File: src/rtl/core/awsa_pkg.sv
// Shared types, codes and arithmetic helpers for the scatter-average block.
// No dependencies; used by awsa_dp, awsa_ctrl and the top level in rtl/core.
`timescale 1ns / 1ps
`default_nettype none

package awsa_pkg;

    localparam int PARTICLES_DEF = 1024;
    localparam int DIMS          = 3;

    localparam logic [1:0] KIND_CLEAR = 2'd0;
    localparam logic [1:0] KIND_ADD   = 2'd1;
    localparam logic [1:0] KIND_READ  = 2'd2;

    localparam logic [1:0] REG_DIR_X = 2'd0;
    localparam logic [1:0] REG_DIR_Y = 2'd1;
    localparam logic [1:0] REG_DIR_Z = 2'd2;
    localparam logic [1:0] REG_EPS   = 2'd3;

    localparam logic [15:0] DIR_X_RST = 16'h0000;
    localparam logic [15:0] DIR_Y_RST = 16'hD2BF;
    localparam logic [15:0] DIR_Z_RST = 16'hD2BF;
    localparam logic [15:0] EPS_RST   = 16'd655;

    localparam logic [1:0] DSEL_WEIGHT = 2'd0;
    localparam logic [1:0] DSEL_POS    = 2'd1;
    localparam logic [1:0] DSEL_VEL    = 2'd2;

    typedef struct packed {
        logic       load;
        logic       abs_en;
        logic       norm;
        logic       dot;
        logic       sq;
        logic       div_start;
        logic [1:0] div_sel;
        logic       set_w;
        logic       mem_rd;
        logic       mul;
        logic       mem_wr;
        logic       clr;
        logic       store_en;
        logic       publish;
        logic       nw_set;
        logic [1:0] dim;
    } awsa_cmd_t;

    typedef struct packed {
        logic [1:0] kind;
        logic       ok;
        logic       zero_off;
        logic       norm_done;
        logic       div_done;
        logic       wsum_zero;
    } awsa_sts_t;

    function automatic logic [63:0] sat_add64(input logic [63:0] a, input logic [63:0] b);
        logic [64:0] s;
        s = {a[63], a} + {b[63], b};
        if (s[64] != s[63])
            return s[64] ? 64'h8000_0000_0000_0000 : 64'h7FFF_FFFF_FFFF_FFFF;
        return s[63:0];
    endfunction

    function automatic logic [31:0] avg_sat(input logic neg, input logic [63:0] q);
        if (neg)
            return (q > 64'h8000_0000) ? 32'h8000_0000 : (~q[31:0] + 32'd1);
        return (q > 64'h7FFF_FFFF) ? 32'h7FFF_FFFF : q[31:0];
    endfunction

endpackage

`default_nettype wire

File: src/rtl/core/awsa_ctrl.sv
// Sequencer: walks each item through the datapath and owns the handshakes.
// Depends on awsa_pkg.
`timescale 1ns / 1ps
`default_nettype none

module awsa_ctrl (
    input  wire logic                clk,
    input  wire logic                rst_n,
    input  wire logic                in_valid,
    output logic                     in_ready,
    output logic                     out_valid,
    input  wire logic                out_ready,
    input  wire awsa_pkg::awsa_sts_t sts,
    output awsa_pkg::awsa_cmd_t      cmd
);

    localparam logic [4:0] S_IDLE   = 5'd0;
    localparam logic [4:0] S_DISP   = 5'd1;
    localparam logic [4:0] S_CLR    = 5'd2;
    localparam logic [4:0] S_ABS    = 5'd3;
    localparam logic [4:0] S_NORM   = 5'd4;
    localparam logic [4:0] S_DOT    = 5'd5;
    localparam logic [4:0] S_SQ     = 5'd6;
    localparam logic [4:0] S_WDIV   = 5'd7;
    localparam logic [4:0] S_WWAIT  = 5'd8;
    localparam logic [4:0] S_WSET   = 5'd9;
    localparam logic [4:0] S_CRD    = 5'd10;
    localparam logic [4:0] S_CMUL   = 5'd11;
    localparam logic [4:0] S_CWR    = 5'd12;
    localparam logic [4:0] S_RRD    = 5'd13;
    localparam logic [4:0] S_RCHK   = 5'd14;
    localparam logic [4:0] S_RDIVP  = 5'd15;
    localparam logic [4:0] S_RWAITP = 5'd16;
    localparam logic [4:0] S_RDIVV  = 5'd17;
    localparam logic [4:0] S_RWAITV = 5'd18;
    localparam logic [4:0] S_PUB    = 5'd19;

    localparam logic [1:0] LAST_DIM = 2'(awsa_pkg::DIMS - 1);

    logic [4:0] state_reg, state_next;
    logic [1:0] dim_reg, dim_next;
    logic       out_valid_reg, out_valid_next;

    always_comb
    begin
        state_next     = state_reg;
        dim_next       = dim_reg;
        out_valid_next = out_valid_reg;
        cmd            = '0;
        cmd.dim        = dim_reg;
        in_ready       = 1'b0;
        if (out_valid_reg && out_ready)
            out_valid_next = 1'b0;
        case (state_reg)
            S_IDLE:
            begin
                in_ready = 1'b1;
                if (in_valid)
                begin
                    cmd.load   = 1'b1;
                    dim_next   = '0;
                    state_next = S_DISP;
                end
            end
            S_DISP:
            begin
                case (sts.kind)
                    awsa_pkg::KIND_CLEAR: state_next = sts.ok ? S_CLR : S_IDLE;
                    awsa_pkg::KIND_ADD:   state_next = sts.ok ? S_ABS : S_IDLE;
                    awsa_pkg::KIND_READ:
                    begin
                        if (sts.ok)
                            state_next = S_RRD;
                        else
                        begin
                            cmd.nw_set = 1'b1;
                            state_next = S_PUB;
                        end
                    end
                    default: state_next = S_IDLE;
                endcase
            end
            S_CLR:
            begin
                cmd.clr = 1'b1;
                if (dim_reg == LAST_DIM)
                    state_next = S_IDLE;
                else
                    dim_next = dim_reg + 2'd1;
            end
            S_ABS:
            begin
                cmd.abs_en = 1'b1;
                state_next = S_NORM;
            end
            S_NORM:
            begin
                if (sts.zero_off)
                    state_next = S_WSET;
                else if (sts.norm_done)
                    state_next = S_DOT;
                else
                    cmd.norm = 1'b1;
            end
            S_DOT:
            begin
                cmd.dot    = 1'b1;
                state_next = S_SQ;
            end
            S_SQ:
            begin
                cmd.sq     = 1'b1;
                state_next = S_WDIV;
            end
            S_WDIV:
            begin
                cmd.div_start = 1'b1;
                cmd.div_sel   = awsa_pkg::DSEL_WEIGHT;
                state_next    = S_WWAIT;
            end
            S_WWAIT:
            begin
                if (sts.div_done)
                    state_next = S_WSET;
            end
            S_WSET:
            begin
                cmd.set_w  = 1'b1;
                state_next = S_CRD;
            end
            S_CRD:
            begin
                cmd.mem_rd = 1'b1;
                state_next = S_CMUL;
            end
            S_CMUL:
            begin
                cmd.mul    = 1'b1;
                state_next = S_CWR;
            end
            S_CWR:
            begin
                cmd.mem_wr = 1'b1;
                if (dim_reg == LAST_DIM)
                    state_next = S_IDLE;
                else
                begin
                    dim_next   = dim_reg + 2'd1;
                    state_next = S_CRD;
                end
            end
            S_RRD:
            begin
                cmd.mem_rd = 1'b1;
                state_next = S_RCHK;
            end
            S_RCHK:
            begin
                if (sts.wsum_zero)
                begin
                    cmd.nw_set = 1'b1;
                    state_next = S_PUB;
                end
                else
                    state_next = S_RDIVP;
            end
            S_RDIVP:
            begin
                cmd.div_start = 1'b1;
                cmd.div_sel   = awsa_pkg::DSEL_POS;
                state_next    = S_RWAITP;
            end
            S_RWAITP:
            begin
                cmd.div_sel = awsa_pkg::DSEL_POS;
                if (sts.div_done)
                begin
                    cmd.store_en = 1'b1;
                    state_next   = S_RDIVV;
                end
            end
            S_RDIVV:
            begin
                cmd.div_start = 1'b1;
                cmd.div_sel   = awsa_pkg::DSEL_VEL;
                state_next    = S_RWAITV;
            end
            S_RWAITV:
            begin
                cmd.div_sel = awsa_pkg::DSEL_VEL;
                if (sts.div_done)
                begin
                    cmd.store_en = 1'b1;
                    if (dim_reg == LAST_DIM)
                        state_next = S_PUB;
                    else
                    begin
                        dim_next   = dim_reg + 2'd1;
                        state_next = S_RRD;
                    end
                end
            end
            S_PUB:
            begin
                if (!out_valid_reg)
                begin
                    cmd.publish    = 1'b1;
                    out_valid_next = 1'b1;
                    state_next     = S_IDLE;
                end
            end
            default: state_next = S_IDLE;
        endcase
    end

    always_ff @(posedge clk or negedge rst_n)
    begin
        if (!rst_n)
        begin
            state_reg     <= S_IDLE;
            dim_reg       <= '0;
            out_valid_reg <= 1'b0;
        end
        else
        begin
            state_reg     <= state_next;
            dim_reg       <= dim_next;
            out_valid_reg <= out_valid_next;
        end
    end

    assign out_valid = out_valid_reg;

endmodule

`default_nettype wire

File: config.mk
export PLATFORM = sky130hd
export DESIGN_NAME = awsa_ctrl
export DESIGN_NICKNAME = d
export VERILOG_FILES = /design/src/rtl/core/awsa_pkg.sv /design/src/rtl/core/awsa_ctrl.sv
export SDC_FILE = /design/constraint.sdc
export NUM_CORES = 1
export LEC_CHECK = 0
export BUFFER_PORTS_ARGS = -buffer_cell sky130_fd_sc_hd__buf_2
export CORE_MARGIN = 2
export CORE_UTILIZATION = 45
export DETAILED_ROUTE_END_ITERATION = 8
export HOLD_SLACK_MARGIN = 0.12
export PLACE_DENSITY = 0.75
export SLEW_MARGIN = 20
export SYNTH_ARGS = -nofsm -noshare
export SYNTH_HDL_FRONTEND = slang
export SYNTH_SLANG_ARGS = --single-unit
export TNS_END_PERCENT = 100
File: constraint.sdc
create_clock -name clk -period 1.65 [get_ports clk]
set_input_delay 0.165 -clock clk [delete_from_list [all_inputs] [get_ports clk]]
set_output_delay 0.165 -clock clk [all_outputs]
set_load 0.02 [all_outputs]
# After elaboration in Yosys (flattened, before gate mapping)
# Index checks and enable logic that the tools add are counted.
[classes]
div = 0
n_bitwise = 0
n_reduce_logical = 12
magnitude_cmp = 0
addsub = 1
mux = 47
eq_ne = 29
multipliers = 0
shift = 0
[ops]
columns = ["operator", "n"]
rows = [
  ["5-bit one-hot mux with 20 select lines", 1],
  ["5-bit 2-to-1 mux", 11],
  ["5-bit by 4-bit equality test with 1-bit output, second input constant", 8],
  ["1-bit 2-to-1 mux", 25],
  ["5-bit by 3-bit equality test with 1-bit output, second input constant", 4],
  ["5-bit equality test, second input constant", 4],
  ["5-bit one-hot mux with 3 select lines", 1],
  ["2-bit != test, second input constant", 6],
  ["5-bit by 2-bit equality test with 1-bit output, second input constant", 2],
  ["2-bit 2-to-1 mux", 5],
  ["2-bit OR reduction", 5],
  ["7-bit AND reduction", 1],
  ["2-bit one-hot mux with 3 select lines", 1],
  ["5-bit by 1-bit equality test with 1-bit output, second input constant", 1],
  ["5-bit zero test", 1],
  ["2-bit equality test, second input constant", 2],
  ["4-bit 2-to-1 mux", 1],
  ["2-bit one-hot mux with 2 select lines", 1],
  ["3-bit != test, second input constant", 1],
  ["3-bit AND reduction", 1],
  ["3-bit nonzero test", 1],
  ["3-bit OR reduction", 1],
  ["2-bit by 1-bit adder with 2-bit output, second input constant", 1],
  ["2-bit by 1-bit equality test with 1-bit output, second input constant", 1],
  ["other kinds (3)", 3],
]
[totals]
memories = 0
register_bits = 8
word_cells = 92
inputBits = 11
rom_bits = 0
out_inout_bits = 20
mem_bits_rw = 0
latchBits = 0

# Longest topological paths before layout
# Gate-level depths: netlist of run 1.
[logic_depth]
word_depth = 4
ltp_mapped = 7
depth_no_buf = 7

# Worst setup path before layout of run 1
# No wires, ideal clock.
[synth_timing]
kind = "reg2reg"
startpoint = "register state_reg[0]"
endpoint = "register state_reg[1]"
required_time_ns = 1.525
setup_ns = 0.125
stages_incl_launch_ff = 6
slack_ns = -0.556
period_less_slack_ns = 2.206
path_buffers = 1
t_arrival_ns = 2.080
cell_sequence = "dfrtp_1 buf_4 or2_2 nor4_1 nand2b_2 mux2_4"
[synth_between]
elab_chain_cells = 3
word_cells_on_any_way = 29
cone_classes = "26 x eq/ne; 1 x mux; 2 x reduce/logical"
[synth_rtl]
columns = ["element", "line_no", "text"]
rows = [
  ["start, declared", "awsa_ctrl.sv:40", "logic [4:0] state_reg, state_next;"],
  ["start signal, assigned", "awsa_ctrl.sv:226", "state_reg <= state_next;"],
  ["5-bit by 3-bit equality test with 1-bit output (tied with other cells)", "awsa_ctrl.sv:54", "case (state_reg)"],
  ["3-bit != test (no line) or 2-bit != test (tied branches)", "n/a", ""],
  ["7-bit AND reduction (no line)", "n/a", ""],
]
# Parallel ways exist; a longest one is shown, timed or not.
# A chain may end at the register's enable or synchronous reset.

# Final worst setup path of run 1
[layout_timing]
startpoint = "register state_reg[0]"
endpoint = "register state_reg[3]"
# Same word-level chain as after synthesis.

==> results of run 1 <==
-- worst reg2reg max path: cells and delay by family (launching register included) --
family | cells | cell delay, ns
and+or+nand+nor | 2 | 0.60
DFF | 1 | 0.47
AOI/OAI and AO/OA | 2 | 0.29
muxes | 1 | 0.27
buffers and inverters | 1 | 0.18
-- per-stage QoR --
step                      util [%]  hold WS (ns)  cell area, um2  total power [mW]
final                        93.88        0.1823            1842             3.848
after global routing         93.75        0.1836            1839             3.958
after CTS                    85.91        0.1666            1685             3.288
after detailed placement     68.11       0.02428            1336             2.390
after global placement       68.11       0.01657            1336             2.313
after floorplan                  -       -0.1306            1026             1.769
-- repair_timing --
action	4_1_cts	5_1_grt
gates resized for setup	53	36
endpoints found under the hold margin	8	0
gates cloned	0	0
buffers inserted	15	5
pin swaps	9	10
endpoints found under the setup margin	24	24
hold buffers	1	0
-- cell usage in the layout (no fill, tap or decap), drive strengths merged, types with 2 or more instances in the layout --
cell type,Yosys,routed
a211oi,2,2
a21o,2,2
a21oi,8,8
and2,2,2
buf,9,77
clkbuf,2,4
dfrtp,8,8
inv,3,3
mux2,3,3
nand2,8,8
nand2b,7,7
nand3,4,4
nor2,15,15
nor2b,3,3
nor3,10,10
nor3b,2,2
o21ai,6,6
o21bai,2,2
o22ai,4,4
o31ai,2,2
or3b,2,2
or4,2,2
-- layout make-up --
cell class / instances / area (um2) / area share [%]
diodes: 1 / 2.502 / 0.1359
clock buffers: 4 / 26.28 / 1.427
inverters: 3 / 11.26 / 0.6114
multi-input cells: 98 / 914.6 / 49.66
flip-flops and latches: 8 / 206.4 / 11.21
well taps: 27 / 33.78 / 1.834
repair buffers: 78 / 646.9 / 35.12
-- cells by family after synthesis --
| family | share of synthesized area [%] |
|---|---|
| AND/OR/NAND/NOR | 37.19 |
| AO/OA/AOI/OAI | 24.17 |
| buffers and inverters | 9.827 |
| flip-flops | 21.25 |
| multiplexers | 4.383 |
| XOR/XNOR | 1.860 |
| adder cells (fa/ha/maj) | 1.328 |
-- final timing paths --
check,start,endpoint,slack [ns],cells past startpoint
max reg2reg,state_reg[0]$_DFFE_PN0P_,state_reg[3]$_DFFE_PN0P_,-0.28,6
max in group asynchronous,rst_n,state_reg[3]$_DFFE_PN0P_,1.15,2
min in group asynchronous,rst_n,state_reg[1]$_DFFE_PN0P_,0.29,2
min reg2reg,out_valid$_DFF_PN0_,out_valid$_DFF_PN0_,0.57,1
max,state_reg[0]$_DFFE_PN0P_,state_reg[3]$_DFFE_PN0P_,-0.28,6
min,out_ready,out_valid$_DFF_PN0_,0.18,3
-- power by group --
group	leakage (nW)	switching [mW]	internal, mW	total (mW)
combinational	0.710	1.66	1.59	3.25
sequential	0.0982	0.117	0.281	0.398
clock	0.0150	0.109	0.0939	0.203
total	0.823	1.88	1.97	3.85
-- layer usage --
layer  wire, um  global-route usage [%]  vias to the layer above
met3        688                   5.152                       54
met2       2543                   63.78                      159
met4        471                   23.15                        0
li1           -                       -                      578
met1       1619                   38.56                      653
met5          0                       0                        -
==> results.md, run 1 <==
- I/O pins: 31
- Primary FF master, synth: dfrtp_1
- Worst slew pin tran: 0.7798 ns
- Most instantiated cells after synthesis: 14 x nor2_1, 8 x a21oi_1, 8 x dfrtp_1, 8 x nand2_1, 8 x nor3_1
- Netlist cell types: 45
- Sequential area share after synthesis: 21.25%
- Critical Path End Type: register
- First-pass GRT wire length: 6.568 mm
- Final ANT Viol Nets: 0
- Top-count cell post-synth: nor2_1
- Achievable clock frequency: 518.5 MHz
- Fin crit share: 116.9%
- Final count of negative-setup-slack endpoints: 22
- Cell Pwr Density: 2090 nW/um2
- CP bufs+invs: 1
- Dpl hpwl: 2.418 mm
- Crit path largest cell delay: 0.47 ns
- Crit-path max FO: 8
- Worst min-delay path class: in2reg
- Die width: 49.76 um
- Outcome: finished with violations
- Post-synth ARST share: 100.0%
- Critical Path, Cell by Cell: buf_6, and2_1, a21oi_1, o21ai_0, or4_1, mux2_4
- Layout Nets: 204
- Setup slack after layout: -0.2785 ns
- Final Hold Viols: 0
- Wire per inst: 24.30 um
- GP Congestion: 0.8705
- Clk_lat worst skew: 0.28 ns
- Share of the synthesized area in the top cell type: 21.25%
- Clock Skews: 0.002010 ns
- Fin crit period: 1.928 ns
- Critical Path RT: 1.82 ns
- Area growth, synth to finish: 95.49%
- Drt first pass iters: 5
- Yosys reg bits: 8
- Placed cell count: 195
- Largest register FFs: 5
- Number of synthesized flops with an enable pin: 0
- Pre-CTS setup slack: -0.2218 ns
- DR iter-0 viols: 113
- Share of layout cells above drive strength 1: 67.54%
- Total wire length: 5.321 mm
- Failing checks: setup timing
- # DRC: 0
- Startpoint types: register
- Filler Cell Count: 67
- Number of port buffers: 30
- Mapped Area: 942.2 um2
- Cell taking the most area after synthesis: dfrtp_1
- Via density: 6.594
- Post-synthesis cell count: 120
- Syn nets: 132
- Total GRT Usage: 35.61%
- Initial antenna violation count: 1
- Arr. time, crit path: 2.10 ns
- Site Rows: 16
- Total congestion overflow: 0
- Full die area: 2476 um2
- Die height: 49.76 um
- Clock Tree Buf Depth: 2
- Avg Cell Area, Syn: 7.851 um2
- Core Box Area: 1962 um2
- Relative slew slack: 47.90%
- RSZ-0062 raised after global routing: true
- H-Tree Depth: 1
- Leak: 0.8233 nW
- Worst path slowest cell: dfrtp_2
- Vias in the first global route: 1333
- Final Slew Violations: 0
- Via count: 1444
- Clk slew on worst S/H paths: 0.08 ns
- Max Cap Violations: 0
- Total CTS buffers: 3
- TritonCTS Sinks: 8
- Post-Layout Cell Count: 219
- Largest net degree at the start of global routing: 9
- Setup_tns: -3.734 ns
- Peak VDD IR: 0.001821 V
- Cell family with most CP delay: simple AND/OR/NAND/NOR gates
- WS Path Type: reg2reg
- CTS tree: built
- Synthesis Warnings: 0
- Synth area leaders: dfrtp_1 21%, nor2_1 5.6%, a21oi_1 4.2%
- Root buffer cell: clkbuf_4
- Initial Util: 48.02%
Note: power is estimated with default switching activity, not from simulation.
==> inputs of run 2 (changes only) <==
GPL_TIMING_DRIVEN = 0   (was unset)
==> results.md, run 2 (synthesis results as in run 1) <==
- Reg area: 202.7 um2 (-1.8%)
- Commonest non-fill, non-tap cell in the layout: buf_4
- Filler Cell Count: 139 (+110%)
- Dpl hpwl: 2.014 mm (-17%)
- Largest register FFs: 5 (unchanged)
- Root buffer cell: clkbuf_4
- Clock Skews: 0.01078 ns (+0.008770 ns)
- Layout Nets: 183 (-10%)
- Outcome: finished with violations
- First-pass GRT wire length: 4.885 mm (-26%)
- R2r setup slk: -0.25 ns (+0.03 ns)
- Placed instance area: 1210 um2 (-9.5%)
- Multi-input gate area: 844.6 um2 (-7.7%)
- Power consumption: 3.080 mW (-20%)
- Number of port buffers: 30 (unchanged)
- Total GRT Usage: 26.39% (-9.2 points)
- CTS tree: built
- Largest net degree at the start of global routing: 11 (+2)
- Total CTS buffers: 3 (unchanged)
- Relative slew slack: 70.00% (+22 points)
- Via count: 1178 (-18%)
- WS Path Type: reg2out
- Max Cap Violations: 0 (unchanged)
- Final ANT Viol Nets: 0 (unchanged)
- Final Slew Violations: 0 (unchanged)
- Failing checks: setup timing
- Total congestion overflow: 0 (unchanged)
- H-Tree Depth: 1 (unchanged)
- Worst min-delay path class: in2reg
- Startpoint types: register
- Achievable clock frequency: 510.9 MHz (-1.5%)
- Final count of negative-setup-slack endpoints: 19 (-14%)
- Crit-path max FO: 8 (unchanged)
- Diode count: 0 (-1)
- # DRC: 0 (unchanged)
- Leak: 0.6975 nW (-15%)
- Area growth, synth to finish: 66.40%
- GP Congestion: 0.8690 (-0.17%)
- Share of layout cells above drive strength 1: 57.65% (-9.9 points)
- Die height: 49.76 um (unchanged)
- Hold Slack: 0.1675 ns (-0.01485 ns)
- Worst slew pin tran: 0.4491 ns (-0.3308 ns)
- Critical Path End Type: output pin
- Vias in the first global route: 1030 (-23%)
- Arr. time, crit path: 1.79 ns (-0.31 ns)
- Initial Util: 48.02% (unchanged)
- Setup slack after layout: -0.3074 ns (-0.02892 ns)
- Initial antenna violation count: 0 (-1)
- Full die area: 2476 um2 (unchanged)
- Critical Path RT: 1.48 ns (-0.34 ns)
- I/O pins: 31 (unchanged)
- Clk slew on worst S/H paths: 0.07 ns (about the same)
- Final Cell Area: 1568 um2 (-15%)
- Site Rows: 16 (unchanged)
- Post-Layout Cell Count: 197 (-10%)
- Commonest cells after routing, fill and taps aside: 23 x buf_4, 18 x buf_2, 13 x buf_6
- Clock Tree Buf Depth: 2 (unchanged)
- Fin crit share: 118.6% (+1.8 points)
- RSZ-0062 raised after global routing: true
- Setup_tns: -2.937 ns (+0.7971 ns)
- TritonCTS Sinks: 8 (unchanged)
- Die width: 49.76 um (unchanged)
- Fin crit period: 1.957 ns (+0.02892 ns)
- Final Hold Viols: 0 (unchanged)
- Wire per inst: 17.45 um (-28%)
- Via density: 5.980 (-9.3%)
- Cell Pwr Density: 1965 nW/um2 (-6.0%)
- Peak VDD IR: 0.001063 V (-42%)
- Drt first pass iters: 4 (-1)
- DR iter-0 viols: 46 (-59%)
- Total wire length: 3.438 mm (-35%)
- Core Box Area: 1962 um2 (unchanged)
- Clk_lat worst skew: 0.28 ns (about the same)
- Final Util: 79.91% (-14 points)
- Pre-CTS setup slack: -0.2096 ns (+0.01219 ns)
- Placed cell count: 177 (-9.2%)
==> run 2: what timing repair did <==
| action | in CTS | in global routing |
|---|---|---|
| hold buffers | 1 | 0 |
| setup buffers | 8 | 6 |
| pin swaps | 6 | 4 |
| gates resized for setup | 31 | 27 |
| hold endpoints to repair | 8 | 0 |
| cloned | 1 | 0 |
| setup endpoints to repair | 20 | 22 |
==> run 2: worst max-delay path, cell delays in order, from the launching register on <==
cell and delay [ns]:
dfrtp_1 0.39, buf_6 0.13, or3b_4 0.40, buf_8 0.16, o22ai_2 0.15, and2_4 0.17, buf_6 0.11
==> run 2: report_power, final <==
| group | internal [mW] | total (mW) | switching, mW |
|---|---|---|---|
| Combinational | 1.24 | 2.55 | 1.30 |
| Sequential | 0.276 | 0.353 | 0.0766 |
| Clock | 0.0937 | 0.182 | 0.0879 |
==> run 2: metal layers <==
metal | share of wire [%] | vias to the layer above | routed length, um | GRT usage (%)
li1 | - | 530 | - | -
met1 | 38 | 565 | 1310 | 31.31
met2 | 51 | 75 | 1754 | 46.00
met3 | 8.6 | 8 | 296 | 4.545
met4 | 2.2 | 0 | 77 | 12.04
met5 | 0 | - | 0 | 0
==> run 2: area by class of cell <==
cell class	instances	share of cell area [%]
Multi-Input combinational cell	98	53.87
Timing Repair Buffer	46	20.75
Sequential cell	8	12.93
Buffer	11	7.901
Tap cell	27	2.155
Clock buffer	4	1.676
Inverter	3	0.7183
==> run 2: final timing paths <==
kind                       depth (start not counted)                  endpoint                      from
setup reg to reg                                   6  state_reg[3]$_DFFE_PN0P_  state_reg[4]$_DFFE_PN0P_
max in group asynchronous                          2  state_reg[4]$_DFFE_PN0P_                     rst_n
hold reg to reg                                    1    dim_reg[0]$_DFFE_PN0P_    dim_reg[0]$_DFFE_PN0P_
hold / removal                                     3       out_valid$_DFF_PN0_                 out_ready
min in group asynchronous                          2    dim_reg[1]$_DFFE_PN0P_                     rst_n
setup / recovery                                   6                   cmd[12]  state_reg[2]$_DFFE_PN0P_
